===== src/rtl/core/rmte_pkg.sv =====
// ----------------------------------------------------------------------------
// rmte_pkg
// Shared constants, register codes and the CORDIC angle table.
// ----------------------------------------------------------------------------
package rmte_pkg;

  localparam int ELEM_W_DEF        = 16;
  localparam int CORDIC_STAGES_DEF = 16;
  localparam int PRE_SHIFT         = 14;   // operands scaled by 2^14
  localparam int ZFW               = 26;   // angle accumulator, deg*65536
  localparam int CFG_IDX_W         = 1;
  localparam int CFG_DATA_W        = 11;
  localparam int ROLL_W            = 16;
  localparam int PITCH_W           = 15;

  localparam logic signed [ZFW-1:0] DEG90_FINE   = 26'sd5898240;
  localparam logic signed [ZFW-1:0] ROUND_HALF   = 26'sd256;
  localparam logic signed [ZFW-1:0] HALF_TURN    = 26'sd23040;
  localparam logic signed [ZFW-1:0] QUARTER_TURN = 26'sd11520;

  typedef enum logic [CFG_IDX_W-1:0] {
    REG_CONVENTION    = 1'b0,
    REG_GIMBAL_MARGIN = 1'b1
  } cfg_reg_t;

  localparam logic CONV_ZYX = 1'b0;
  localparam logic CONV_XYZ = 1'b1;

  // atan(2^-i) in deg*65536, rounded
  function automatic logic signed [ZFW-1:0] atan_fine(input int i);
    logic signed [ZFW-1:0] a;
    case (i)
      0:       a = 26'sd2949120;
      1:       a = 26'sd1740967;
      2:       a = 26'sd919879;
      3:       a = 26'sd466945;
      4:       a = 26'sd234379;
      5:       a = 26'sd117304;
      6:       a = 26'sd58666;
      7:       a = 26'sd29335;
      8:       a = 26'sd14668;
      9:       a = 26'sd7334;
      10:      a = 26'sd3667;
      11:      a = 26'sd1833;
      12:      a = 26'sd917;
      13:      a = 26'sd458;
      14:      a = 26'sd229;
      15:      a = 26'sd115;
      16:      a = 26'sd57;
      17:      a = 26'sd29;
      18:      a = 26'sd14;
      19:      a = 26'sd7;
      20:      a = 26'sd4;
      21:      a = 26'sd2;
      22:      a = 26'sd1;
      default: a = 26'sd0;
    endcase
    return a;
  endfunction

endpackage


===== src/rtl/core/rmte_sqrt_cell.sv =====
// ----------------------------------------------------------------------------
// rmte_sqrt_cell
// One result bit of the integer square root; side data rides along.
// ----------------------------------------------------------------------------
module rmte_sqrt_cell #(
  parameter int RW     = 15,
  parameter int K      = 0,
  parameter int SIDE_W = 8
) (
  input  logic              clk,
  input  logic              en,
  input  logic [2*RW-1:0]   rad_i,
  input  logic [RW+1:0]     rem_i,
  input  logic [RW-1:0]     root_i,
  input  logic [SIDE_W-1:0] side_i,
  output logic [2*RW-1:0]   rad_o,
  output logic [RW+1:0]     rem_o,
  output logic [RW-1:0]     root_o,
  output logic [SIDE_W-1:0] side_o
);
  import rmte_pkg::*;

  logic [2*RW-1:0]   rad_r;
  logic [RW+1:0]     rem_r, rem_nxt;
  logic [RW-1:0]     root_r, root_nxt;
  logic [SIDE_W-1:0] side_r;
  logic [RW+1:0]     cur, trial;

  // remainder stays below 2^RW before the shift
  always_comb begin
    cur   = {rem_i[RW-1:0], rad_i[2*K+1 -: 2]};
    trial = {root_i, 2'b01};
    if (cur >= trial) begin
      rem_nxt  = cur - trial;
      root_nxt = {root_i[RW-2:0], 1'b1};
    end else begin
      rem_nxt  = cur;
      root_nxt = {root_i[RW-2:0], 1'b0};
    end
  end

  always_ff @(posedge clk) begin
    if (en) begin
      rad_r  <= rad_i;
      rem_r  <= rem_nxt;
      root_r <= root_nxt;
      side_r <= side_i;
    end
  end

  assign rad_o  = rad_r;
  assign rem_o  = rem_r;
  assign root_o = root_r;
  assign side_o = side_r;

endmodule


===== config.mk =====
export PLATFORM = sky130hd
export DESIGN_NAME = rmte_sqrt_cell
export DESIGN_NICKNAME = d
export VERILOG_FILES = /design/src/rtl/core/rmte_pkg.sv /design/src/rtl/core/rmte_sqrt_cell.sv
export SDC_FILE = /design/constraint.sdc
export NUM_CORES = 1
export LEC_CHECK = 0
export ABC_CLOCK_PERIOD_IN_PS = 4250
export BUFFER_PORTS_ARGS = -buffer_cell sky130_fd_sc_hd__buf_2
export CAP_MARGIN = 0
export CORE_ASPECT_RATIO = 0.7
export CORE_MARGIN = 1.5
export CORE_UTILIZATION = 39
export DETAILED_ROUTE_END_ITERATION = 10
export PLACE_DENSITY = 0.66
export SKIP_CTS_REPAIR_TIMING = 1
export SLEW_MARGIN = 20
export SYNTH_ARGS = -nofsm -noshare
export SYNTH_HDL_FRONTEND = slang
export SYNTH_SLANG_ARGS = --single-unit

===== constraint.sdc =====
create_clock -name clk -period 4.25 [get_ports clk]
set_clock_uncertainty 0.2 [all_clocks]
set_input_delay 0.2125 -clock clk [delete_from_list [all_inputs] [get_ports clk]]
set_output_delay 0.2125 -clock clk [all_outputs]
set_load 0.1 [all_outputs]

* After elaboration in Yosys (flattened, before gate mapping)
Cells that the tools add are included.
** Word-level totals
- Flip-flop bits (word level) :: 70
- Input bits :: 72
- Word-level logic and storage cells :: 8
** Cells by class
- Order comparisons :: 1
- Add/subtract/negate cells :: 1
- Mux-type cells :: 2
** Operators by type and width (count)
- 17-bit >= comparator :: 1
- 17-bit two-way mux :: 1
- 17-bit subtractor :: 1
- 1-bit two-way mux :: 1

* Depth between registers and ports, before layout
Gate-level depths: netlist (run 1).
- Depth in word-level cells :: 2
- Depth in mapped cells :: 10
- Gate-level depth less buffers :: 8

* Least setup slack after synthesis (run 1)
No wires, ideal clock.
- Kind :: in2reg
- Start point :: in root_i[8]
- End point :: reg rem_r[10], in the netlist rem_o[10] (data pin)
- Path buffers :: 2
- Arrival time :: 1.997 ns
- Setup time :: 0.260 ns
- Stages on the path :: 10
- Slack :: 1.792 ns
- Path through :: inv_1 -> ha_1 -> buf_2 -> a21oi_1 -> o21ai_0 -> a21oi_1 -> o21ai_2 -> a31oi_4 -> buf_12 -> mux2_4
** Between the ends
- Cells in the longest elaborated chain, start to end :: 2
- Elaborated cells on any way between the ends :: 3
- Classes of those cells :: 1 x add/sub; 1 x order compare; 1 x mux
** Ends and longest elaborated chain
- start, declared :: line rmte_sqrt_cell.sv:14 : input logic [RW-1:0] root_i,
- 17-bit subtractor / 17-bit >= comparator (equally long branches) :: line rmte_sqrt_cell.sv:34, rmte_sqrt_cell.sv:33
- 17-bit two-way mux (*) :: line rmte_sqrt_cell.sv:33 : if (cur >= trial) begin
- net rem_nxt[10] :: line rmte_sqrt_cell.sv:24 : logic [RW+1:0] rem_r, rem_nxt;
- end signal, assigned :: line rmte_sqrt_cell.sv:45 : rem_r <= rem_nxt;
- end, declared :: line rmte_sqrt_cell.sv:24
The timed path passes the listed nets; every way through them passes the cells marked *.
A chain may end at the register's enable or synchronous reset.

* Worst setup path in the final report (run 1)
- Start point :: in rem_i[0]
- End point :: reg rem_r[6], in the netlist rem_o[6] (data pin)
** Between the ends
- Cells in the longest elaborated chain, start to end :: 2
- Elaborated cells on any way between the ends :: 3
- Classes of those cells :: 1 x add/sub; 1 x order compare; 1 x mux
** Ends and longest elaborated chain
- start, declared :: line rmte_sqrt_cell.sv:13 : input logic [RW+1:0] rem_i,
- 17-bit subtractor / 17-bit >= comparator (equally long branches) :: line rmte_sqrt_cell.sv:34, rmte_sqrt_cell.sv:33
- 17-bit two-way mux (*) :: line rmte_sqrt_cell.sv:33
- net rem_nxt[6] :: line rmte_sqrt_cell.sv:24
Marks and branches as above.

==> flow_metrics.py, run 1 <==
metrics = {
    "status": {
        "status": "finished, violations left",
        "violations": "negative hold slack",
    },
    "global_routing": {
        "first_global_vias": 2130,
        "grt_util_met3_pct": 6.18,
        "met2_usage_pct": 24.1,
        "busiest_layer": "met2",
        "antenna_found_initial": 1,
        "grt_max_degree": 71,
        "met1_usage_pct": 22.3,
        "grt_pass1_wl_um": 10900,
        "grt_overflow": 0,
        "grt_use_total_pct": 16.3,
    },
    "floorplan": {
        "rows": 27,
        "fp.dieW_um": 111,
        "core_area_um2": 7870,
        "dieArea_um2": 8710,
        "ios": 142,
        "die_h_um": 78.5,
        "start_util_pct": 40.4,
    },
    "timing": {
        "drv_slew": 0,
        "hold-worst-slack_ns": -0.00219,
        "rsz0062_at_grt": "false",
        "hold_violations": 2,
        "tns_ns": 0,
        "fin_crit_ns": 3.27,
        "slew_headroom_pct": 40.5,
        "worst_slew_pin_slew_ns": 0.892,
        "min_period_over_period_pct": 76.9,
        "finalSetupViolations": 0,
        "fmaxAchievable_ghz": 0.306,
    },
    "power_and_ir_drop": {
        "pwr-share-comb_pct": 34.2,
        "internal_power_w": 0.00142,
        "peakVddDrop_uv": 299,
        "power.static_leakage_nw": 2.14,
        "power_switching_w": 0.000931,
        "switching_share_pct": 39.7,
        "seq_power_share_pct": 36.5,
        "power_frac_clock_pct": 29.3,
        "power_density_nw_per_um2": 489,
    },
    "place": {
        "place_area_um2": 3980,
        "portBuffers": 139,
        "place_hpwl_um": 5010,
        "dp_cells": 452,
        "place_congestion": 0.835,
    },
    "logic_synthesis": {
        "yosysMostFrequentCell": "edfxtp_1",
        "yosysTopAreaCell": "edfxtp_1",
        "synth_top_family_by_area": "compound AO/OA/AOI/OAI gates",
        "syn_avg_cell_area_um2": 14.8,
        "syn_nets": 304,
        "synth_async_sr_flop_share_pct": 0,
        "synth-edff-count": 70,
        "synth_seq_cells": 70,
        "muxShareOfSynthArea_pct": 6.45,
        "synthSimpleGateAreaFrac_pct": 4.92,
        "synth-compound-area-share_pct": 7.91,
        "synth_adder_area_share_pct": 6.69,
        "synth_top_area_share_pct": 66.1,
        "yosys-top-cells-area": "edfxtp_1 (66%), ha_1 (6.7%), mux2_4 (3.3%), xor2_1 (3.0%), mux2_2 (2.8%)",
        "synth_warnings": 0,
        "synthFlopType": "edfxtp_1",
        "synth_xor_area_share_pct": 4.41,
        "seq_area_frac_synth_pct": 66.1,
        "synthCells": 215,
        "netlist-cell-type-count": 33,
        "synth_top_cells_by_count": "edfxtp_1 (70), inv_1 (22), ha_1 (17)",
        "synth_area_um2": 3180,
    },
    "route": {
        "vias": 2427,
        "wl_per_cell_um": 15.3,
        "drt_wl_total_um": 8000,
        "antenna_left": 0,
        "via_per_inst": 4.63,
        "drcViolationCount": 0,
        "drt_iter0_markers": 111,
        "drtPass1Iterations": 4,
    },
    "finish": {
        "area_delta_synth_final_pct": 51.1,
        "layoutNonFillerInstCount": 524,
        "final_cell_area_um2": 4800,
        "post_route_cells_drive_above_1_share_pct": 41.2,
        "multi_input_area_um2": 966,
        "nFillCells": 636,
        "ff_latch_area_um2": 2100,
        "nets": 506,
    },
    "worst_setup_path": {
        "arrival_ns": 3.15,
        "startpoint_type": "primary input",
        "crit_required_ns": 4.13,
        "end_kind": "flip-flop",
        "path_max_fanout": 18,
        "setup.worst_path.class": "primary input to flip-flop",
    },
    "worst_hold_path": {
        "min_to": "rem_o[11]",
        "hold_start": "rem_i[9]",
        "hold_path.class": "primary input to flip-flop",
        "holdPathStages": 2,
    },
    "clock_tree": {
        "root_buffer": "clkbuf_16",
        "htree_levels": 3,
        "clockBufferDepth": 2,
        "numCtsBuffers": 9,
        "clk_pin_slew_ns": 0.06,
        "clkSinkCount": 70,
        "cts_tree": "done",
    },
    "job": {
        "maxCapViolCount": 0,
    },
}
placed cells by master (no fill, tap or decap), types with 2 or more instances in the layout:
master / n
mux2_4: 7
and3_1: 2
clkinvlp_4: 2
a21oi_1: 15
xnor2_1: 5
edfxtp_1: 70
a21o_1: 2
nor3_1: 2
dlygate4sd3_1: 55
nand4_1: 3
nand3_1: 2
buf_2: 138
clkinv_4: 2
a31oi_1: 4
nor2_1: 7
inv_1: 22
mux2_2: 8
ha_1: 17
xor2_1: 11
o21ai_0: 8
o21ai_2: 2
nand2_1: 12
nand2b_1: 2
clkbuf_16: 9
cell type report:
| cell class | instances | share of cell area [%] |
|---|---|---|
| diodes | 1 | 0.0521 |
| clock buffers | 9 | 4.69 |
| clock inverters | 7 | 1.04 |
| inverters | 22 | 1.72 |
| multi-input cells | 120 | 20.1 |
| flip-flops and latches | 70 | 43.8 |
| well taps | 101 | 2.63 |
| repair buffers | 194 | 26.0 |
per-stage QoR:
stage | utilization, % | total power [W] | setup slack, ns
2_1_floorplan | - | 0.00150 | 1.79
3_3_place_gp | 50.5 | 0.00162 | 1.20
3_5_place_dp | 50.5 | 0.00163 | 1.20
4_1_cts | 54.0 | 0.00232 | 1.55
5_1_grt | 61.0 | 0.00243 | 0.843
6_report | 61.0 | 0.00235 | 0.982
sequential cells by signal (all words and copies together), names as in the netlist:
name and flops:
rad_o 30, rem_o 17, root_o 15, side_o 8
critical path, stage by stage:
cell and delay [ns]:
dlygate4sd3_1 0.53, buf_2 0.13, ha_1 0.25, nor3_1 0.31
o21ai_2 0.15, o2111ai_2 0.29, o21ai_2 0.14, a31oi_4 0.71
mux2_2 0.41
cells by family (layout without fill, tap and decap cells):
group                    count (synthesis)  in the layout
other                                    0              1
adder cells (fa/ha/maj)                 17             17
AND/OR/NAND/NOR                         33             33
AO/OA/AOI/OAI                           38             38
flip-flops                              70             70
XOR/XNOR                                16             16
multiplexers                            16             16
buffers and inverters                   25            232
power by group through the flow:
stage               Clock (W)  Sequential [W]  Combinational (W)
floorplan                   0         0.00135           0.000153
global placement            0        0.000867           0.000757
detailed placement          0        0.000869           0.000761
CTS                  0.000706        0.000856           0.000763
global route         0.000731        0.000864           0.000838
finish               0.000687        0.000857           0.000804
routing by layer:
layer,vias up,share of wire [%]
met5,-,0
met4,0,1.5
met3,14,6.4
met2,93,46
met1,1113,46
li1,1207,-
worst max path at each step:
stage | start | endpoint | slack [ns] | cells past startpoint
global route | root_i[8] | rem_o[6] | 0.84 | 10
CTS | root_i[0] | rem_o[6] | 1.55 | 9
finish | rem_i[0] | rem_o[6] | 0.98 | 9
floorplan | root_i[8] | rem_o[10] | 1.79 | 10
global placement | rem_i[0] | rem_o[7] | 1.20 | 8
detailed placement | root_i[0] | rem_o[6] | 1.20 | 9
(Power assumes the default switching activity.)
==> run 2: changes to the inputs <==
- ABC_AREA: unset -> 1
- ABC_CLOCK_PERIOD_IN_PS: 4250 -> 3200
- PLACE_DENSITY: 0.66 -> 0.65
- clock period: 4.25 -> 3.2 ns (I/O delays scaled with it)
==> flow_metrics.py, run 2 <==
metrics = {
    "worst_setup_path": {
        "arrival_ns": 2.34,
        "cp-startpoint": "rem_i[6]",
        "end_kind": "flip-flop",
        "startpoint_type": "primary input",
        "path_max_fanout": 19,
        "crit_required_ns": 3.08,
        "setup.worst_path.class": "primary input to flip-flop",
    },
    "finish": {
        "final_common_cell": "buf_2",
        "antenna_cells": 0,
        "largest_reg_flops": 30,
        "area_delta_synth_final_pct": 50.7,
        "final_cell_mix": "buf_2 (138), nand2_1 (121), edfxtp_1 (70)",
        "layoutNonFillerInstCount": 697,
        "nets": 661,
        "post_route_cells_drive_above_1_share_pct": 29.6,
    },
    "worst_hold_path": {
        "min_to": "rem_o[16]",
        "hold_path.class": "primary input to flip-flop",
        "hold_start": "rem_i[14]",
        "holdPathStages": 3,
    },
    "timing": {
        "worst_slew_pin_slew_ns": 0.871,
        "slew_headroom_pct": 41.9,
        "rsz0062_at_grt": "false",
        "hold_violations": 2,
        "min_period_over_period_pct": 76.9,
        "layout_setup_ws_ns": 0.739,
        "finalSetupViolations": 0,
        "hold-worst-slack_ns": -0.0399,
        "drv_slew": 0,
        "fmaxAchievable_ghz": 0.406,
        "tns_ns": 0,
        "fin_crit_ns": 2.46,
    },
    "place": {
        "dp_cells": 616,
        "portBuffers": 139,
        "dp_slack_ns": 0.956,
        "place_hpwl_um": 6170,
        "place_congestion": 0.871,
    },
    "clock_tree": {
        "htree_levels": 3,
        "clockBufferDepth": 2,
        "numCtsBuffers": 9,
        "clk_pin_slew_ns": 0.06,
        "root_buffer": "clkbuf_16",
        "cts_tree": "done",
        "clkSinkCount": 70,
    },
    "logic_synthesis": {
        "syn_avg_cell_area_um2": 9.89,
        "netlist-cell-type-count": 26,
        "synth_warnings": 0,
        "synth_seq_cells": 70,
        "synth_async_sr_flop_share_pct": 0,
        "syn_nets": 448,
        "yosys-top-cells-area": "edfxtp_1 (59%), nand2_1 (13%), inv_1 (6.8%), ha_1 (6.0%), nand3_1 (4.2%)",
        "yosysMostFrequentCell": "nand2_1",
        "yosysTopAreaCell": "edfxtp_1",
        "synth_top_cells_by_count": "nand2_1 (121), edfxtp_1 (70), inv_1 (64)",
        "synthFlopType": "edfxtp_1",
        "synthCells": 359,
        "synth-edff-count": 70,
        "seq_area_frac_synth_pct": 59.2,
        "synth_area_um2": 3550,
        "synth_top_area_share_pct": 59.2,
    },
    "power_and_ir_drop": {
        "switching_share_pct": 38.7,
        "peakVddDrop_uv": 330,
        "seq_power_share_pct": 34.2,
        "power_w": 0.00332,
        "pwr-share-comb_pct": 33.4,
        "internal_power_w": 0.00203,
        "power_switching_w": 0.00129,
        "power_frac_clock_pct": 32.5,
        "power.static_leakage_nw": 2.65,
        "power_density_nw_per_um2": 620,
    },
    "global_routing": {
        "grt_max_degree": 71,
        "grt_pass1_wl_um": 13300,
        "first_global_vias": 2761,
        "antenna_found_initial": 0,
        "grt_use_total_pct": 17.7,
        "grt_overflow": 0,
    },
    "route": {
        "vias": 3132,
        "wl_per_cell_um": 13.2,
        "drcViolationCount": 0,
        "drt_iter0_markers": 233,
        "via_per_inst": 4.49,
        "drtPass1Iterations": 5,
        "drt_wl_total_um": 9220,
        "antenna_left": 0,
    },
    "floorplan": {
        "core_area_um2": 8650,
        "rows": 28,
        "die_h_um": 82.8,
        "dieArea_um2": 9700,
        "start_util_pct": 41.0,
        "fp.dieW_um": 117,
        "ios": 142,
    },
    "job": {
        "maxCapViolCount": 0,
    },
    "status": {
        "status": "finished, violations left",
        "violations": "negative hold slack",
    },
}
run 2: per-layer routing:
metal	global-route usage [%]	vias up	routed length [um]
met3	5.62	10	737
met4	4.93	0	94
li1	-	1599	-
met2	26.5	137	4090
met5	0	-	0
met1	24.8	1386	4290
run 2: how the worst max path moves through the flow:
stage	to	slack [ns]	depth (start not counted)
floorplan	rem_o[6]	1.38	11
global placement	rem_o[1]	0.99	13
detailed placement	rem_o[9]	0.96	13
CTS	rem_o[9]	1.31	13
global route	rem_o[1]	0.55	13
finish	rem_o[9]	0.74	13
run 2: cell families (layout without fill, tap and decap cells):
| kind of cell | Yosys count | in the layout | share of synthesized area (%) |
|---|---|---|---|
| AO/OA/AOI/OAI | 12 | 12 | 1.90 |
| XOR/XNOR | 6 | 6 | 1.48 |
| adder cells (fa/ha/maj) | 17 | 17 | 5.99 |
| buffers and inverters | 67 | 285 | 7.54 |
| flip-flops | 70 | 70 | 59.2 |
| AND/OR/NAND/NOR | 187 | 187 | 23.9 |
run 2: layout make-up:
cell class / instances / area [um2]
multi-input cells: 222 / 1180
well taps: 120 / 150
clock inverters: 6 / 93.8
inverters: 64 / 240
flip-flops and latches: 70 / 2100
clock buffers: 10 / 229
fillers: 720 / 3300
repair buffers: 205 / 1360
run 2: power by group through the flow:
stage / sequential [W] / clock (W) / combinational (W)
floorplan: 0.00178 / 0 / 0.000223
global placement: 0.00115 / 0 / 0.00104
detailed placement: 0.00115 / 0 / 0.00104
CTS: 0.00113 / 0.00110 / 0.00105
global route: 0.00114 / 0.00113 / 0.00117
finish: 0.00113 / 0.00108 / 0.00111
run 2: worst max-delay path, stage by stage:
cell           delay, ns
dlygate4sd3_1       0.55
buf_2               0.13
ha_1                0.36
nand2_2             0.14
inv_1               0.05
nand2_1             0.05
nand2_1             0.07
inv_1               0.09
nand3_2             0.11
nand2_4             0.24
nand2_8             0.17
nand3_1             0.13
nand2_1             0.06
run 2: through the flow:
| stage | util [%] | cell area (um2) |
|---|---|---|
| 6_report | 61.9 | 5350 |
| 5_1_grt | 61.9 | 5350 |
| 4_1_cts | 54.3 | 4700 |
| 3_5_place_dp | 50.6 | 4380 |
| 3_3_place_gp | 50.6 | 4380 |
| 2_1_floorplan | - | 3550 |
