$ cat config.mk
export PLATFORM = sky130hd
export DESIGN_NAME = rmte_cordic_cell
export DESIGN_NICKNAME = d
export VERILOG_FILES = /design/src/rtl/core/rmte_pkg.sv /design/src/rtl/core/rmte_cordic_cell.sv
export SDC_FILE = /design/constraint.sdc
export NUM_CORES = 1
export LEC_CHECK = 0
export BUFFER_PORTS_ARGS = -buffer_cell sky130_fd_sc_hd__buf_2
export CAP_MARGIN = 20
export CELL_PAD_IN_SITES_DETAIL_PLACEMENT = 1
export CELL_PAD_IN_SITES_GLOBAL_PLACEMENT = 2
export CORE_ASPECT_RATIO = 0.6
export CORE_MARGIN = 4
export CORE_UTILIZATION = 31
export CTS_BUF_LIST = sky130_fd_sc_hd__clkbuf_4 sky130_fd_sc_hd__clkbuf_8
export CTS_CLUSTER_DIAMETER = 150
export DETAILED_ROUTE_END_ITERATION = 8
export PLACE_DENSITY_LB_ADDON = 0.1
export SYNTH_ARGS = -nofsm -noshare
export SYNTH_HDL_FRONTEND = slang
export SYNTH_SLANG_ARGS = --single-unit
$ cat constraint.sdc
create_clock -name clk -period 2.6 [get_ports clk]
set_input_delay 0.13 -clock clk [delete_from_list [all_inputs] [get_ports clk]]
set_output_delay 0.13 -clock clk [all_outputs]
set_load 0.03 [all_outputs]
$ cat src/rtl/core/rmte_pkg.sv
// ----------------------------------------------------------------------------
// rmte_pkg
// Shared constants, register codes and the CORDIC angle table.
// ----------------------------------------------------------------------------
package rmte_pkg;

  localparam int ELEM_W_DEF        = 16;
  localparam int CORDIC_STAGES_DEF = 16;
  localparam int PRE_SHIFT         = 14;   // operands scaled by 2^14
  localparam int ZFW               = 26;   // angle accumulator, deg*65536
  localparam int CFG_IDX_W         = 1;
  localparam int CFG_DATA_W        = 11;
  localparam int ROLL_W            = 16;
  localparam int PITCH_W           = 15;

  localparam logic signed [ZFW-1:0] DEG90_FINE   = 26'sd5898240;
  localparam logic signed [ZFW-1:0] ROUND_HALF   = 26'sd256;
  localparam logic signed [ZFW-1:0] HALF_TURN    = 26'sd23040;
  localparam logic signed [ZFW-1:0] QUARTER_TURN = 26'sd11520;

  typedef enum logic [CFG_IDX_W-1:0] {
    REG_CONVENTION    = 1'b0,
    REG_GIMBAL_MARGIN = 1'b1
  } cfg_reg_t;

  localparam logic CONV_ZYX = 1'b0;
  localparam logic CONV_XYZ = 1'b1;

  // atan(2^-i) in deg*65536, rounded
  function automatic logic signed [ZFW-1:0] atan_fine(input int i);
    logic signed [ZFW-1:0] a;
    case (i)
      0:       a = 26'sd2949120;
      1:       a = 26'sd1740967;
      2:       a = 26'sd919879;
      3:       a = 26'sd466945;
      4:       a = 26'sd234379;
      5:       a = 26'sd117304;
      6:       a = 26'sd58666;
      7:       a = 26'sd29335;
      8:       a = 26'sd14668;
      9:       a = 26'sd7334;
      10:      a = 26'sd3667;
      11:      a = 26'sd1833;
      12:      a = 26'sd917;
      13:      a = 26'sd458;
      14:      a = 26'sd229;
      15:      a = 26'sd115;
      16:      a = 26'sd57;
      17:      a = 26'sd29;
      18:      a = 26'sd14;
      19:      a = 26'sd7;
      20:      a = 26'sd4;
      21:      a = 26'sd2;
      22:      a = 26'sd1;
      default: a = 26'sd0;
    endcase
    return a;
  endfunction

endpackage

$ cat src/rtl/core/rmte_cordic_cell.sv
// ----------------------------------------------------------------------------
// rmte_cordic_cell
// One vectoring micro-rotation of the atan2 CORDIC.
// ----------------------------------------------------------------------------
module rmte_cordic_cell #(
  parameter int XW = 34,
  parameter int I  = 0
) (
  input  logic                           clk,
  input  logic                           en,
  input  logic signed [XW-1:0]           x_i,
  input  logic signed [XW-1:0]           y_i,
  input  logic signed [rmte_pkg::ZFW-1:0] z_i,
  output logic signed [XW-1:0]           x_o,
  output logic signed [XW-1:0]           y_o,
  output logic signed [rmte_pkg::ZFW-1:0] z_o
);
  import rmte_pkg::*;

  logic signed [XW-1:0]  x_r, x_nxt, y_r, y_nxt, xs, ys;
  logic signed [ZFW-1:0] z_r, z_nxt;

  always_comb begin
    xs = x_i >>> I;
    ys = y_i >>> I;
    if (!y_i[XW-1]) begin
      x_nxt = x_i + ys;
      y_nxt = y_i - xs;
      z_nxt = z_i + atan_fine(I);
    end else begin
      x_nxt = x_i - ys;
      y_nxt = y_i + xs;
      z_nxt = z_i - atan_fine(I);
    end
  end

  always_ff @(posedge clk) begin
    if (en) begin
      x_r <= x_nxt;
      y_r <= y_nxt;
      z_r <= z_nxt;
    end
  end

  assign x_o = x_r;
  assign y_o = y_r;
  assign z_o = z_r;

endmodule

# Word level (Yosys, flattened, before mapping)
# Index checks and enable logic that the tools add are counted.
# op_classes
n_mux	3
eq_ne	0
shifts	0
addsub	5
multipliers	0
reduce_logical	0
n_div	0
n_bitwise	0
order_cmp	0
# op_table
op	count
34-bit 2-to-1 mux	2
34-bit subtractor	2
34-bit adder	1
26-bit by 23-bit adder with 26-bit output, second input constant	1
26-bit 2-to-1 mux	1
26-bit by 23-bit subtractor with 26-bit output, second input constant	1
# totals
latch_bits	0
rom_bits	0
mem_count	0
out_inout_bits	94
input_bits	96
wordCells	11
ff_bits	94
ram_bits	0

# Logic depth before layout (Yosys ltp)
# Gate-level depths: netlist (run 1).
# depth
ltp_word	2
ltp_mapped	13
ltp_nobuf	12

# Least setup slack after synthesis (run 1)
# Ideal clock, no wire load.
# synth_timing
path_kind	input to register
from	input port x_i[5]
to	register y_r[25] (netlist: y_o[25]), data pin
arrival_time_ns	2.177
cell_stages	12
setup_ns	0.262
t_required_ns	2.338
path_slack_ns	0.161
path_buffers	1
path_cell_list	inv_1 > ha_1 > buf_2 > a21o_1 > a211oi_2 > o21ai_1 > a211o_1 > a31oi_2 > o221ai_2 > a2111oi_2 > a21oi_1 > xor2_1
# synth_via
elab_chain_cells	2
elab_cells_between_ends	3
classes_between	add/sub: 2; mux: 1
# synth_lines
element	line_no	source
start: declaration	rmte_cordic_cell.sv:11	input logic signed [XW-1:0] x_i,
34-bit subtractor / 34-bit adder (equally long branches)	rmte_cordic_cell.sv:28, rmte_cordic_cell.sv:32	
34-bit 2-to-1 mux *	rmte_cordic_cell.sv:26	if (!y_i[XW-1]) begin
named net y_nxt[25]	rmte_cordic_cell.sv:20	logic signed [XW-1:0] x_r, x_nxt, y_r, y_nxt, xs, ys;
end signal: assignment	rmte_cordic_cell.sv:40	y_r <= y_nxt;
end: declaration	rmte_cordic_cell.sv:20	
# The timed path passes the listed nets; every way through them passes the cells marked *.
# A chain may end at the register's enable or synchronous reset.

# Final worst setup path (run 1)
# layout_timing
from	input port y_i[0]
to	register x_r[26] (netlist: x_o[26]), data pin
# layout_via
elab_chain_cells	2
elab_cells_between_ends	3
classes_between	add/sub: 2; mux: 1
# layout_lines
element	line_no	source
start: declaration	rmte_cordic_cell.sv:12	input logic signed [XW-1:0] y_i,
34-bit adder / 34-bit subtractor (equally long branches)	rmte_cordic_cell.sv:27, rmte_cordic_cell.sv:31	
34-bit 2-to-1 mux *	rmte_cordic_cell.sv:26	
named net x_nxt[26]	rmte_cordic_cell.sv:20	
end signal: assignment	rmte_cordic_cell.sv:39	x_r <= x_nxt;
end: declaration	rmte_cordic_cell.sv:20	
# Marked as above.

==> report_table.html, run 1 <==
<table>
<tr><th>Metric</th><th>Value</th></tr>
<tr><th colspan="2">Min path</th></tr>
<tr><td>Instance count along the most critical hold path</td><td>2</td></tr>
<tr><td>Critical hold path startpoint</td><td>x_i[33]</td></tr>
<tr><td>Worst hold path endpoint</td><td>x_o[33]</td></tr>
<tr><td>Hold crit path type</td><td>primary input to register</td></tr>
<tr><th colspan="2">Cells and area</th></tr>
<tr><td>Share of post-route cells with drive strength above 1</td><td>38.8%</td></tr>
<tr><td>Multi-input gate area</td><td>6090 sq um</td></tr>
<tr><td>Nets@finish</td><td>1,690</td></tr>
<tr><td>Layout area overhead</td><td>45.5%</td></tr>
<tr><td>Filler cell count in the final layout</td><td>about 3,500</td></tr>
<tr><td>Count of placed standard cells in the final layout, fillers left out</td><td>1,887</td></tr>
<tr><td>Number of antenna diodes</td><td>0</td></tr>
<tr><td>Register area</td><td>between 2000 and 3000 sq um</td></tr>
<tr><th colspan="2">Synthesis</th></tr>
<tr><td>Summed instance area of the synthesized netlist</td><td>9140 sq um</td></tr>
<tr><td>Most area-hungry cell type in the Yosys netlist</td><td>edfxtp_1</td></tr>
<tr><td>Cell with the most instances after synthesis</td><td>a21oi_1</td></tr>
<tr><td>Compound-gate portion of the synthesized area</td><td>26.1%</td></tr>
<tr><td>Xor and xnor area share after synthesis</td><td>7.00%</td></tr>
<tr><td>Post-synth net total</td><td>1,238</td></tr>
<tr><td>Share of synthesized area spent on multiplexers</td><td>~1.2%</td></tr>
<tr><td>Count of mapped cells out of synthesis</td><td>1,031</td></tr>
<tr><td>EDFF count, synth</td><td>93</td></tr>
<tr><td>Simple-Gate Fraction of Synth Area</td><td>around an eighth</td></tr>
<tr><td>Cells taking the most area after synthesis</td><td>edfxtp_1 (31%), ha_1 (15%), a21oi_1 (6.4%)</td></tr>
<tr><td>Yosys synthesis warning count</td><td>0</td></tr>
<tr><td>Fraction of synthesis flops using an asynchronous set or reset pin</td><td>0%</td></tr>
<tr><td>Combinational family with the most area after synthesis</td><td>compound AO/OA/AOI/OAI gates</td></tr>
<tr><td>Yosys reg bits</td><td>93</td></tr>
<tr><td>Proportion of synthesized chip area in sequential cells</td><td>30.6%</td></tr>
<tr><td>Most used flip-flop cell after synthesis</td><td>edfxtp_1</td></tr>
<tr><td>Area fraction of the dominant cell type after synthesis</td><td>30.6%</td></tr>
<tr><td>Average cell area after synthesis</td><td>8.86 sq um</td></tr>
<tr><td>Count of distinct cell types in the synthesized netlist</td><td>91</td></tr>
<tr><td>Adder-cell share of the synthesized area</td><td>15.5%</td></tr>
<tr><td>Cell types with the highest counts after synthesis</td><td>a21oi_1 (116), ha_1 (107), inv_1 (107)</td></tr>
<tr><th colspan="2">Setup path</th></tr>
<tr><td>Crit path largest cell delay</td><td>~480 ps</td></tr>
<tr><td>Crit path max-delay cell type</td><td>o211ai_1</td></tr>
<tr><td>Ordered cell list for the critical path</td><td>buf_8 -&gt; buf_6 -&gt; ha_4 -&gt; fa_2 -&gt; nor2b_4 -&gt; o31a_1 -&gt; o211ai_1 -&gt; a31oi_1 -&gt; buf_4 -&gt; a221oi_4 -&gt; buf_6 -&gt; nor2_1 -&gt; or3_1 -&gt; o21ai_2 -&gt; xnor2_1</td></tr>
<tr><td>Most Frequent Cell on Critical Path</td><td>buf_6</td></tr>
<tr><td>Critical path type</td><td>primary input to register</td></tr>
<tr><td>Signal arrival time at the worst endpoint</td><td>2780 ps</td></tr>
<tr><td>Required time of the worst setup path</td><td>approximately 2800 ps</td></tr>
<tr><td>Critical path launch point type</td><td>primary input</td></tr>
<tr><td>Peak fanout along the critical path</td><td>3</td></tr>
<tr><td>Crit path capture type</td><td>register</td></tr>
<tr><th colspan="2">Drt</th></tr>
<tr><td>Average vias per placed instance</td><td>5.06</td></tr>
<tr><td>Avg WL per Cell</td><td>20.3 microns</td></tr>
<tr><td>DR iter-0 viols</td><td>703</td></tr>
<tr><td>Number of remaining DRC errors</td><td>0</td></tr>
<tr><td>Total via count in the routed design</td><td>9,540</td></tr>
<tr><td>Post-detailed-routing wire length</td><td>about 38 mm</td></tr>
<tr><td>Pre-antenna DRT Iters</td><td>5</td></tr>
<tr><td>Detail Route Antenna Nets</td><td>0</td></tr>
<tr><th colspan="2">Run status</th></tr>
<tr><td>Result of the run</td><td>completed</td></tr>
<tr><th colspan="2">STA</th></tr>
<tr><td>Count of endpoints failing hold in the final timing report</td><td>0</td></tr>
<tr><td>Setup repair after global routing missed its margin</td><td>yes</td></tr>
<tr><td>Number of setup violations in the final report</td><td>0</td></tr>
<tr><td>Final count of pins violating max slew</td><td>0</td></tr>
<tr><td>Slew Limit Headroom</td><td>51.1%</td></tr>
<tr><td>Maximum clock rate</td><td>0.386 GHz</td></tr>
<tr><td>Worst hold margin</td><td>72.0 ps</td></tr>
<tr><td>Worst Max-Slew Pin Slew</td><td>~730 ps</td></tr>
<tr><td>Min cycle time layout</td><td>2590 ps</td></tr>
<tr><td>Share of the clock period used by the worst path</td><td>99.6%</td></tr>
<tr><td>Slack of the critical path</td><td>approximately 9.2 ps</td></tr>
<tr><th colspan="2">Floorplan</th></tr>
<tr><td>Die span in y</td><td>141 microns</td></tr>
<tr><td>Standard cell core area</td><td>approximately 29,000 sq um</td></tr>
<tr><td>Starting density of the core</td><td>31.6%</td></tr>
<tr><td>Horizontal extent of the die</td><td>230 microns</td></tr>
<tr><td>Number of standard-cell rows in the floorplan</td><td>48</td></tr>
<tr><td>Full die area</td><td>32,400 sq um</td></tr>
<tr><td>Top Ports</td><td>190</td></tr>
<tr><th colspan="2">GRT</th></tr>
<tr><td>GR Overflow Total</td><td>0</td></tr>
<tr><td>Pin count of the biggest net entering global routing</td><td>58</td></tr>
<tr><td>Via count of the first global-routing pass</td><td>9,732</td></tr>
<tr><td>Wire length of the first global-routing pass</td><td>between 50 and 60 mm</td></tr>
<tr><td>Number of antenna violations at the first check in global routing</td><td>0</td></tr>
<tr><td>Overall global routing resource usage</td><td>23.0%</td></tr>
<tr><th colspan="2">Clocking</th></tr>
<tr><td>CTS H-Tree Depth</td><td>3</td></tr>
<tr><td>CTS Sinks</td><td>93</td></tr>
<tr><td>Clock buffer count from CTS</td><td>9</td></tr>
<tr><td>Clock tree root driver cell</td><td>clkbuf_8</td></tr>
<tr><td>Clock Path Buffers</td><td>2</td></tr>
<tr><td>Clock transition time at the flip-flop clock pins of the worst setup and hold paths</td><td>120 ps</td></tr>
<tr><td>TritonCTS clock tree</td><td>done</td></tr>
<tr><th colspan="2">Power and ir drop</th></tr>
<tr><td>Leakage power summed over all cells</td><td>6.28 nW</td></tr>
<tr><td>Max IR drop VDD</td><td>about 0.19 mV</td></tr>
<tr><td>Overall power consumption</td><td>6.47 mW</td></tr>
<tr><td>Pwr dens</td><td>487 nW/um^2</td></tr>
<tr><th colspan="2">Place</th></tr>
<tr><td>RePlAce Congestion</td><td>0.894</td></tr>
<tr><td>Post-placement setup slack</td><td>-743 ps</td></tr>
<tr><td>Number of I/O port buffers</td><td>189</td></tr>
<tr><td>Cell count after placement</td><td>~1,900</td></tr>
<tr><td>Final HPWL from detailed placement</td><td>31.3 mm</td></tr>
<tr><th colspan="2">Run</th></tr>
<tr><td>Number of max-cap violations</td><td>0</td></tr>
</table>
## placed cells by master (no fill, tap or decap), types with 10 or more instances in the layout
master	count
buf_4	281
buf_2	185
a21oi_1	112
inv_1	105
ha_1	100
edfxtp_1	93
nor2_1	77
xnor2_1	55
nand2_1	55
o21ai_0	47
a21o_1	37
o21bai_1	22
xor2_1	18
nor3_1	17
dlygate4sd3_1	17
nand3_1	14
nand2b_1	13
nor2b_1	10
o21ai_1	10
mux2i_1	10
## state kept, by name, summed over array words and instances, names as in the netlist
name	count
y_o	33
x_o	34
z_o	26
## worst max-delay path, delay by kind of cell
kind | cells | cell delay, ps
XOR/XNOR | 1 | 80
adder cells (fa/ha/maj) | 2 | 380
buffers and inverters | 4 | 500
AO/OA/AOI/OAI | 5 | 1270
AND/OR/NAND/NOR | 3 | 410
## how the worst max path moves through the flow
| stage | from | end | slack (ps) | depth (start not counted) |
|---|---|---|---|---|
| floorplan | x_i[5] | y_o[25] | 160 | 12 |
| global placement | x_i[1] | y_o[27] | -740 | 14 |
| detailed placement | x_i[1] | y_o[27] | -740 | 14 |
| CTS | x_i[1] | y_o[27] | -50 | 14 |
| global route | y_i[0] | x_o[26] | -70 | 15 |
| finish | y_i[0] | x_o[26] | 9 | 15 |
## report_power, final
part / total, mW / switching, mW / internal (mW)
clock network: 1.20 / 0.657 / 0.546
registers: 2.01 / 0.0587 / 1.95
logic: 3.26 / 1.95 / 1.30
## cells by family (layout without fill, tap and decap cells)
kind of cell               after synthesis  in the layout
AOI/OAI and AO/OA                      353            353
xor gates and xnor gates                73             73
adders and majority gates              111            111
buffers and inverters                  157            613
DFF                                     93             93
muxes                                   11             11
and+or+nand+nor                        233            233
## layer usage
layer	wire, microns	vias up	GRT usage (%)
li1	-	4595	-
met5	0	-	0
met4	361	0	3.58
met2	15300	297	32.7
met3	2750	24	4.81
met1	19800	4624	36.0
## area by class of cell
| type | instances | share of cell area [%] |
|---|---|---|
| inverters | 109 | 3.10 |
| flip-flops and latches | 93 | 21.0 |
| repair buffers | 489 | 24.7 |
| well taps | 400 | 3.76 |
| clock buffers | 9 | 0.932 |
| multi-input cells | 781 | 45.8 |
| clock inverters | 6 | 0.706 |
## per-stage QoR
stage	area [sq um]	TNS (ps)	utilization, %
2_1_floorplan	9140	0	-
4_1_cts	12900	-177	44.7
3_5_place_dp	12500	-18550	43.2
5_1_grt	13300	-195	46.0
3_3_place_gp	12500	-17330	43.2
6_report	13300	0	46.0
## repair_timing
action | 4_1_cts | 5_1_grt
gates resized for setup | 6 | 80
buffers inserted | 1 | 3
setup endpoints to repair | 14 | 28
endpoints found under the hold margin | 17 | 0
hold buffers | 17 | 0
pin swaps | 1 | 20
Power figures use the tool's default switching activity.
==> run 2: changes to the inputs <==
Settings changed: GPL_ROUTABILITY_DRIVEN set to 1, MAX_ROUTING_LAYER set to met4.
==> run 2 against run 1 <==
The flow now finishes with violations (negative setup slack); die area stayed put; worst setup slack worse by 14 ps; sequential share of layout area hardly changed; final cell count is 0.26% higher; routed wire length is 0.67% higher; count of clock-buffer cells in the layout stayed put; non-clock buffer count is 5 higher; global-route usage is 1.0 points higher; sequential power hardly changed.
==> report_table.html, run 2 (synthesized netlist as in run 1, its figures left out) <==
<table>
<tr><th>Metric</th><th>Value</th></tr>
<tr><th colspan="2">STA</th></tr>
<tr><td>Maximum clock rate</td><td>0.384 GHz (was 0.386 GHz)</td></tr>
<tr><td>Slack of the critical path</td><td>-5.13 ps (was 9.17 ps)</td></tr>
<tr><td>Min cycle time layout</td><td>2610 ps (was 2590 ps)</td></tr>
<tr><td>Slew Limit Headroom</td><td>49.4% (was 51.1%)</td></tr>
<tr><td>Share of the clock period used by the worst path</td><td>100% (was 99.6%)</td></tr>
<tr><td>Number of setup violations in the final report</td><td>1 (was 0)</td></tr>
<tr><td>Count of endpoints failing hold in the final timing report</td><td>0 (unchanged)</td></tr>
<tr><td>Worst hold margin</td><td>47.3 ps (was 72.0 ps)</td></tr>
<tr><td>Worst Max-Slew Pin Slew</td><td>759 ps (was 733 ps)</td></tr>
<tr><td>Setup repair after global routing missed its margin</td><td>yes (unchanged)</td></tr>
<tr><td>Post-route setup TNS</td><td>-5.13 ps (was 0 ps)</td></tr>
<tr><td>Final count of pins violating max slew</td><td>0 (unchanged)</td></tr>
<tr><th colspan="2">Floorplan</th></tr>
<tr><td>Standard cell core area</td><td>28,900 sq um (unchanged)</td></tr>
<tr><td>Die span in y</td><td>141 microns (unchanged)</td></tr>
<tr><td>Top Ports</td><td>190 (unchanged)</td></tr>
<tr><td>Number of standard-cell rows in the floorplan</td><td>48 (unchanged)</td></tr>
<tr><td>Starting density of the core</td><td>31.6% (unchanged)</td></tr>
<tr><td>Horizontal extent of the die</td><td>230 microns (unchanged)</td></tr>
<tr><td>Full die area</td><td>32,400 sq um (unchanged)</td></tr>
<tr><th colspan="2">Cells and area</th></tr>
<tr><td>Number of flip-flops in the largest register</td><td>34 (unchanged)</td></tr>
<tr><td>Count of placed standard cells in the final layout, fillers left out</td><td>1,892 (was 1,887)</td></tr>
<tr><td>Share of post-route cells with drive strength above 1</td><td>39.1% (was 38.8%)</td></tr>
<tr><td>Leading cell type in the layout, fill and taps excluded</td><td>buf_4 (unchanged)</td></tr>
<tr><td>Layout area overhead</td><td>45.8% (was 45.5%)</td></tr>
<tr><td>Nets@finish</td><td>1,695 (was 1,690)</td></tr>
<tr><td>Utilization after layout</td><td>46.1% (was 46.0%)</td></tr>
<tr><td>Number of antenna diodes</td><td>0 (unchanged)</td></tr>
<tr><td>Most used cells in the layout excluding fill and tap cells</td><td>buf_4 (286), buf_2 (185), a21oi_1 (110) (was buf_4 (281), buf_2 (185), a21oi_1 (112))</td></tr>
<tr><td>Design area</td><td>13,300 sq um (about the same)</td></tr>
<tr><th colspan="2">Clocking</th></tr>
<tr><td>Clock Path Buffers</td><td>2 (unchanged)</td></tr>
<tr><td>CTS Sinks</td><td>93 (unchanged)</td></tr>
<tr><td>Clock buffer count from CTS</td><td>9 (unchanged)</td></tr>
<tr><td>TritonCTS clock tree</td><td>done (unchanged)</td></tr>
<tr><td>CTS H-Tree Depth</td><td>3 (unchanged)</td></tr>
<tr><td>Clock tree root driver cell</td><td>clkbuf_8 (unchanged)</td></tr>
<tr><td>Clock transition time at the flip-flop clock pins of the worst setup and hold paths</td><td>120 ps (about the same)</td></tr>
<tr><th colspan="2">Setup path</th></tr>
<tr><td>Critical path type</td><td>primary input to register (unchanged)</td></tr>
<tr><td>Required time of the worst setup path</td><td>2780 ps (was 2790 ps)</td></tr>
<tr><td>Worst path top cell family by delay</td><td>compound AO/OA/AOI/OAI gates (unchanged)</td></tr>
<tr><td>Crit path capture type</td><td>register (unchanged)</td></tr>
<tr><td>Crit path largest cell delay</td><td>460 ps (was 480 ps)</td></tr>
<tr><td>Peak fanout along the critical path</td><td>3 (unchanged)</td></tr>
<tr><td>Number of buffers and inverters on the critical path</td><td>5 (was 4)</td></tr>
<tr><td>Crit path max-delay cell type</td><td>o211ai_1 (unchanged)</td></tr>
<tr><td>Signal arrival time at the worst endpoint</td><td>2790 ps (was 2780 ps)</td></tr>
<tr><td>Startpoint of the worst setup timing path</td><td>y_i[0] (unchanged)</td></tr>
<tr><td>Ordered cell list for the critical path</td><td>buf_8 -&gt; buf_6 -&gt; ha_4 -&gt; fa_2 -&gt; nor2b_4 -&gt; o31a_1 -&gt; o211ai_1 -&gt; a31oi_1 -&gt; buf_4 -&gt; a221oi_4 -&gt; buf_6 -&gt; o21ai_0 -&gt; buf_4 -&gt; nand2_1 -&gt; a2bb2oi_2 -&gt; xnor2_1 (was buf_8 -&gt; buf_6 -&gt; ha_4 -&gt; fa_2 -&gt; nor2b_4 -&gt; o31a_1 -&gt; o211ai_1 -&gt; a31oi_1 -&gt; buf_4 -&gt; a221oi_4 -&gt; buf_6 -&gt; nor2_1 -&gt; or3_1 -&gt; o21ai_2 -&gt; xnor2_1)</td></tr>
<tr><td>Critical path launch point type</td><td>primary input (unchanged)</td></tr>
<tr><th colspan="2">Drt</th></tr>
<tr><td>DR iter-0 viols</td><td>687 (was 703)</td></tr>
<tr><td>Number of remaining DRC errors</td><td>0 (unchanged)</td></tr>
<tr><td>Detail Route Antenna Nets</td><td>0 (unchanged)</td></tr>
<tr><td>Uppermost signal routing layer after detailed routing</td><td>met4 (unchanged)</td></tr>
<tr><td>Post-detailed-routing wire length</td><td>38.5 mm (was 38.3 mm)</td></tr>
<tr><td>Avg WL per Cell</td><td>20.4 microns (was 20.3 microns)</td></tr>
<tr><td>Pre-antenna DRT Iters</td><td>5 (unchanged)</td></tr>
<tr><td>Total length of routed met2 wires</td><td>15.5 mm (was 15.3 mm)</td></tr>
<tr><td>Total via count in the routed design</td><td>9,513 (was 9,540)</td></tr>
<tr><td>Metal1 wirelength</td><td>20.5 mm (was 19.8 mm)</td></tr>
<tr><td>Average vias per placed instance</td><td>5.03 (was 5.06)</td></tr>
<tr><td>Met3 routed wirelength</td><td>2.20 mm (was 2.75 mm)</td></tr>
<tr><th colspan="2">Power and ir drop</th></tr>
<tr><td>Combinational cell fraction of total power</td><td>51.2% (was 50.3%)</td></tr>
<tr><td>Pwr dens</td><td>480 nW/um^2 (was 487 nW/um^2)</td></tr>
<tr><td>Design internal power</td><td>3.72 mW (was 3.80 mW)</td></tr>
<tr><td>Sequential power share</td><td>31.4% (was 31.1%)</td></tr>
<tr><td>Sw Share</td><td>41.9% (was 41.2%)</td></tr>
<tr><td>Net Sw Power</td><td>2.68 mW (was 2.67 mW)</td></tr>
<tr><td>Clock power frac</td><td>17.4% (was 18.6%)</td></tr>
<tr><td>Leakage power summed over all cells</td><td>6.27 nW (was 6.28 nW)</td></tr>
<tr><td>Max IR drop VDD</td><td>0.238 mV (was 0.187 mV)</td></tr>
<tr><td>Overall power consumption</td><td>6.40 mW (was 6.47 mW)</td></tr>
<tr><th colspan="2">Run</th></tr>
<tr><td>Number of max-cap violations</td><td>0 (unchanged)</td></tr>
<tr><th colspan="2">Place</th></tr>
<tr><td>RePlAce Congestion</td><td>0.909 (was 0.894)</td></tr>
<tr><td>Placed instance area</td><td>12,500 sq um (about the same)</td></tr>
<tr><td>Final HPWL from detailed placement</td><td>31.5 mm (was 31.3 mm)</td></tr>
<tr><td>Post-placement setup slack</td><td>-791 ps (was -743 ps)</td></tr>
<tr><td>Number of I/O port buffers</td><td>189 (unchanged)</td></tr>
<tr><td>Cell count after placement</td><td>1,859 (was 1,853)</td></tr>
<tr><th colspan="2">GRT</th></tr>
<tr><td>Number of antenna violations at the first check in global routing</td><td>0 (unchanged)</td></tr>
<tr><td>GR Overflow Total</td><td>0 (unchanged)</td></tr>
<tr><td>Wire length of the first global-routing pass</td><td>58.6 mm (was 57.7 mm)</td></tr>
<tr><td>Overall global routing resource usage</td><td>24.0% (was 23.0%)</td></tr>
<tr><td>Pin count of the biggest net entering global routing</td><td>61 (was 58)</td></tr>
<tr><td>Via count of the first global-routing pass</td><td>9,834 (was 9,732)</td></tr>
<tr><th colspan="2">Min path</th></tr>
<tr><td>Critical hold path startpoint</td><td>x_i[33] (unchanged)</td></tr>
<tr><td>Hold crit path type</td><td>primary input to register (unchanged)</td></tr>
<tr><th colspan="2">Run status</th></tr>
<tr><td>Violations in the final reports</td><td>negative setup slack</td></tr>
<tr><td>Result of the run</td><td>finished with violations (was completed)</td></tr>
</table>
## run 2: final timing paths
kind / end / slack, ps / depth (start not counted)
min: x_o[33] / 50 / 2
max: x_o[30] / -5 / 16
## run 2: metal layers
metal,up-vias,global-route usage (%)
li1,4596,-
met1,4613,36.6
met2,279,33.4
met3,25,4.18
met4,0,3.81
met5,-,-
## run 2: layout make-up
type | count | area (sq um)
inverters | 109 | 412
well taps | 400 | 500
clock buffers | 9 | 124
clock inverters | 6 | 71.3
multi-input cells | 781 | 6090
repair buffers | 494 | 3320
flip-flops and latches | 93 | 2790
fillers | 3464 | 15600
## run 2: power by group through the flow
stage                     combinational, mW  sequential, mW  clock, mW
after floorplan                        1.25            2.52          0
after global placement                 3.06            2.04          0
after detailed placement               3.10            2.05          0
after CTS                              3.16            2.02       1.17
after global routing                   3.51            2.04       1.21
final                                  3.28            2.01       1.11
## run 2: timing repair
action | CTS | global route
endpoints found under the hold margin | 17 | 0
endpoints found under the setup margin | 20 | 30
setup buffers | 1 | 1
hold buffers | 17 | 0
pin swaps | 5 | 24
gates resized for setup | 16 | 70
==> run 3: changes to the inputs <==
Settings changed: ABC_AREA set to 1, CORE_UTILIZATION 31 to 29.
==> run 3 against run 2 <==
Clock power barely moved; core utilization is 10 points lower; largest cell class unchanged; synthesized area increased by 15%; maximum frequency is 2.2% higher; critical endpoint is now x_o[9]; routed wire length grew 21%; the flow now finishes without violations; sequential power shrank 2%; non-clock buffer count fell by 208; combinational power down 8.5%.
==> report_table.html, run 3 <==
<table>
<tr><th>Metric</th><th>Value</th></tr>
<tr><th colspan="2">Floorplan</th></tr>
<tr><td>Horizontal extent of the die</td><td>254 microns (was 230 microns)</td></tr>
<tr><td>Full die area</td><td>39,500 sq um (was 32,400 sq um)</td></tr>
<tr><td>Top Ports</td><td>190 (unchanged)</td></tr>
<tr><td>Number of standard-cell rows in the floorplan</td><td>53 (was 48)</td></tr>
<tr><td>Standard cell core area</td><td>35,400 sq um (was 28,900 sq um)</td></tr>
<tr><td>Die span in y</td><td>156 microns (was 141 microns)</td></tr>
<tr><td>Starting density of the core</td><td>29.7% (was 31.6%)</td></tr>
<tr><th colspan="2">Synthesis</th></tr>
<tr><td>Post-synth net total</td><td>1,779 (was 1,238)</td></tr>
<tr><td>Yosys synthesis warning count</td><td>0 (unchanged)</td></tr>
<tr><td>Most area-hungry cell type in the Yosys netlist</td><td>edfxtp_1 (unchanged)</td></tr>
<tr><td>Proportion of synthesized chip area in sequential cells</td><td>26.5% (was 30.6%)</td></tr>
<tr><td>Cells taking the most area after synthesis</td><td>edfxtp_1 (27%), nand2_1 (16%), ha_1 (13%) (was edfxtp_1 (31%), ha_1 (15%), a21oi_1 (6.4%))</td></tr>
<tr><td>Count of distinct cell types in the synthesized netlist</td><td>44 (was 91)</td></tr>
<tr><td>Fraction of synthesis flops using an asynchronous set or reset pin</td><td>0% (unchanged)</td></tr>
<tr><td>Average cell area after synthesis</td><td>6.70 sq um (was 8.86 sq um)</td></tr>
<tr><td>Summed instance area of the synthesized netlist</td><td>10,500 sq um (was 9140 sq um)</td></tr>
<tr><td>Area fraction of the dominant cell type after synthesis</td><td>26.5% (was 30.6%)</td></tr>
<tr><td>Yosys reg bits</td><td>93 (unchanged)</td></tr>
<tr><td>Cell types with the highest counts after synthesis</td><td>nand2_1 (436), inv_1 (228), nand3_1 (142) (was a21oi_1 (116), ha_1 (107), inv_1 (107))</td></tr>
<tr><td>Most used flip-flop cell after synthesis</td><td>edfxtp_1 (unchanged)</td></tr>
<tr><td>Count of mapped cells out of synthesis</td><td>1,572 (was 1,031)</td></tr>
<tr><td>EDFF count, synth</td><td>93 (unchanged)</td></tr>
<tr><td>Cell with the most instances after synthesis</td><td>nand2_1 (was a21oi_1)</td></tr>
<tr><th colspan="2">Cells and area</th></tr>
<tr><td>Layout area overhead</td><td>21.0% (was 45.8%)</td></tr>
<tr><td>Number of antenna diodes</td><td>0 (unchanged)</td></tr>
<tr><td>Nets@finish</td><td>2,033 (was 1,695)</td></tr>
<tr><td>Leading cell type in the layout, fill and taps excluded</td><td>nand2_1 (was buf_4)</td></tr>
<tr><td>Number of flip-flops in the largest register</td><td>34 (unchanged)</td></tr>
<tr><td>Design area</td><td>12,700 sq um (was 13,300 sq um)</td></tr>
<tr><td>Most used cells in the layout excluding fill and tap cells</td><td>nand2_1 (436), inv_1 (228), buf_2 (188) (was buf_4 (286), buf_2 (185), a21oi_1 (110))</td></tr>
<tr><td>Share of post-route cells with drive strength above 1</td><td>18.0% (was 39.1%)</td></tr>
<tr><th colspan="2">Power and ir drop</th></tr>
<tr><td>Combinational cell fraction of total power</td><td>49.5% (was 51.2%)</td></tr>
<tr><td>Overall power consumption</td><td>6.06 mW (was 6.40 mW)</td></tr>
<tr><td>Max IR drop VDD</td><td>0.249 mV (was 0.238 mV)</td></tr>
<tr><td>Leakage power summed over all cells</td><td>6.49 nW (was 6.27 nW)</td></tr>
<tr><td>Sequential power share</td><td>32.4% (was 31.4%)</td></tr>
<tr><td>Sw Share</td><td>47.1% (was 41.9%)</td></tr>
<tr><td>Net Sw Power</td><td>2.86 mW (was 2.68 mW)</td></tr>
<tr><td>Design internal power</td><td>3.21 mW (was 3.72 mW)</td></tr>
<tr><td>Clock power frac</td><td>18.1% (was 17.4%)</td></tr>
<tr><td>Pwr dens</td><td>476 nW/um^2 (was 480 nW/um^2)</td></tr>
<tr><th colspan="2">Setup path</th></tr>
<tr><td>Critical path type</td><td>primary input to register (unchanged)</td></tr>
<tr><td>Required time of the worst setup path</td><td>2740 ps (was 2780 ps)</td></tr>
<tr><td>Most Frequent Cell on Critical Path</td><td>nand2_1</td></tr>
<tr><td>Crit path max-delay cell type</td><td>ha_1 (was o211ai_1)</td></tr>
<tr><td>Crit path largest cell delay</td><td>670 ps (was 460 ps)</td></tr>
<tr><td>Crit path capture type</td><td>register (unchanged)</td></tr>
<tr><td>Critical path launch point type</td><td>primary input (unchanged)</td></tr>
<tr><td>Ordered cell list for the critical path</td><td>buf_2 -&gt; inv_1 -&gt; ha_1 -&gt; nand2_1 -&gt; nor2_1 -&gt; nand2_1 -&gt; o211ai_2 -&gt; xor2_1 -&gt; o21ai_0 (was buf_8 -&gt; buf_6 -&gt; ha_4 -&gt; fa_2 -&gt; nor2b_4 -&gt; o31a_1 -&gt; o211ai_1 -&gt; a31oi_1 -&gt; buf_4 -&gt; a221oi_4 -&gt; buf_6 -&gt; o21ai_0 -&gt; buf_4 -&gt; nand2_1 -&gt; a2bb2oi_2 -&gt; xnor2_1)</td></tr>
<tr><td>Signal arrival time at the worst endpoint</td><td>2690 ps (was 2790 ps)</td></tr>
<tr><td>Peak fanout along the critical path</td><td>12 (was 3)</td></tr>
<tr><th colspan="2">GRT</th></tr>
<tr><td>Pin count of the biggest net entering global routing</td><td>94 (was 61)</td></tr>
<tr><td>Overall global routing resource usage</td><td>24.1% (was 24.0%)</td></tr>
<tr><td>Wire length of the first global-routing pass</td><td>69.7 mm (was 58.6 mm)</td></tr>
<tr><td>Number of antenna violations at the first check in global routing</td><td>0 (unchanged)</td></tr>
<tr><td>GR Overflow Total</td><td>0 (unchanged)</td></tr>
<tr><td>Via count of the first global-routing pass</td><td>11,412 (was 9,834)</td></tr>
<tr><th colspan="2">Clocking</th></tr>
<tr><td>TritonCTS clock tree</td><td>done (unchanged)</td></tr>
<tr><td>Clock tree root driver cell</td><td>clkbuf_8 (unchanged)</td></tr>
<tr><td>CTS Sinks</td><td>93 (unchanged)</td></tr>
<tr><td>CTS H-Tree Depth</td><td>3 (unchanged)</td></tr>
<tr><td>Clock buffer count from CTS</td><td>9 (unchanged)</td></tr>
<tr><td>Clock transition time at the flip-flop clock pins of the worst setup and hold paths</td><td>110 ps (was 120 ps)</td></tr>
<tr><td>Clock Path Buffers</td><td>2 (unchanged)</td></tr>
<tr><th colspan="2">Place</th></tr>
<tr><td>Post-placement setup slack</td><td>-238 ps (was -791 ps)</td></tr>
<tr><td>Final HPWL from detailed placement</td><td>39.4 mm (was 31.5 mm)</td></tr>
<tr><td>Placed instance area</td><td>12,400 sq um (was 12,500 sq um)</td></tr>
<tr><td>RePlAce Congestion</td><td>0.903 (was 0.909)</td></tr>
<tr><td>Number of I/O port buffers</td><td>189 (unchanged)</td></tr>
<tr><th colspan="2">Drt</th></tr>
<tr><td>Detail Route Antenna Nets</td><td>0 (unchanged)</td></tr>
<tr><td>Post-detailed-routing wire length</td><td>46.8 mm (was 38.5 mm)</td></tr>
<tr><td>Pre-antenna DRT Iters</td><td>4 (was 5)</td></tr>
<tr><td>Total via count in the routed design</td><td>11,381 (was 9,513)</td></tr>
<tr><td>DR iter-0 viols</td><td>679 (was 687)</td></tr>
<tr><td>Avg WL per Cell</td><td>20.4 microns (about the same)</td></tr>
<tr><td>Number of remaining DRC errors</td><td>0 (unchanged)</td></tr>
<tr><td>Average vias per placed instance</td><td>4.95 (was 5.03)</td></tr>
<tr><th colspan="2">STA</th></tr>
<tr><td>Worst Max-Slew Pin Slew</td><td>888 ps (was 759 ps)</td></tr>
<tr><td>Share of the clock period used by the worst path</td><td>98.1% (was 100%)</td></tr>
<tr><td>Count of endpoints failing hold in the final timing report</td><td>0 (unchanged)</td></tr>
<tr><td>Worst hold margin</td><td>83.9 ps (was 47.3 ps)</td></tr>
<tr><td>Maximum clock rate</td><td>0.392 GHz (was 0.384 GHz)</td></tr>
<tr><td>Number of setup violations in the final report</td><td>0 (was 1)</td></tr>
<tr><td>Setup repair after global routing missed its margin</td><td>no (was yes)</td></tr>
<tr><td>Final count of pins violating max slew</td><td>0 (unchanged)</td></tr>
<tr><td>Slew Limit Headroom</td><td>40.8% (was 49.4%)</td></tr>
<tr><td>Min cycle time layout</td><td>2550 ps (was 2610 ps)</td></tr>
<tr><td>Slack of the critical path</td><td>49.9 ps (was -5.13 ps)</td></tr>
<tr><th colspan="2">Min path</th></tr>
<tr><td>Hold crit path type</td><td>primary input to register (unchanged)</td></tr>
<tr><th colspan="2">Run</th></tr>
<tr><td>Number of max-cap violations</td><td>0 (unchanged)</td></tr>
<tr><th colspan="2">Run status</th></tr>
<tr><td>Result of the run</td><td>completed (was finished with violations)</td></tr>
</table>
==> run 3: through the flow <==
stage | utilization [%] | TNS [ps] | cells
detailed placement | 35.0 | -330 | 2266
finish | 36.0 | 0 | 2298
global placement | 35.0 | -277 | 2266
floorplan | - | 0 | 1572
CTS | 36.0 | 0 | 2298
global route | 36.0 | 0 | 2298
==> run 3: layout make-up <==
| type | count | area, sq um |
|---|---|---|
| clock inverter | 7 | 62.6 |
| sequential | 93 | 2790 |
| tap | 467 | 584 |
| clock buffer | 9 | 124 |
| multi-input combinational | 1200 | 6560 |
| inverter | 236 | 888 |
| timing repair buffer | 286 | 1730 |
| fill | 4609 | 22700 |
==> run 3: final timing paths <==
check	start	endpoint	cells after the start
worst min-delay path	z_i[16]	z_o[16]	2
worst max-delay path	x_i[3]	x_o[9]	9
==> run 3: power groups by stage <==
stage	registers, mW	logic [mW]	clock network, mW
4_1_cts	1.97	2.98	1.18
3_5_place_dp	2.00	2.95	0
2_1_floorplan	2.41	1.40	0
5_1_grt	1.98	3.28	1.21
6_report	1.96	3.00	1.10
3_3_place_gp	2.00	2.92	0
==> run 3: logic make-up after synthesis <==
family | share of synthesized area, %
AO/OA/AOI/OAI | 14.8
buffers and inverters | 11.1
multiplexers | 0.190
XOR/XNOR | 2.99
adder cells (fa/ha/maj) | 13.5
flip-flops | 26.5
AND/OR/NAND/NOR | 30.9
==> run 3: layer usage <==
| layer | GRT usage [%] | up-vias | part of all wire (%) |
|---|---|---|---|
| li1 | - | 5612 | - |
| met1 | 37.8 | 5480 | 55 |
| met2 | 33.1 | 272 | 40 |
| met3 | 3.62 | 17 | 4.9 |
| met4 | 2.61 | 0 | 0.51 |
| met5 | - | - | 0 |
==> run 3: repair_timing <==
item,in CTS,in global routing
resized for setup,0,0
hold buffers,16,0
buffers inserted,0,0
hold endpoints to repair,16,0
==> run 3: worst max-delay path, delay by kind of cell <==
kind / cells / cell delay, ps
XOR/XNOR: 1 / 470
AO/OA/AOI/OAI: 2 / 560
buffers and inverters: 2 / 150
adder cells (fa/ha/maj): 1 / 670
AND/OR/NAND/NOR: 3 / 700
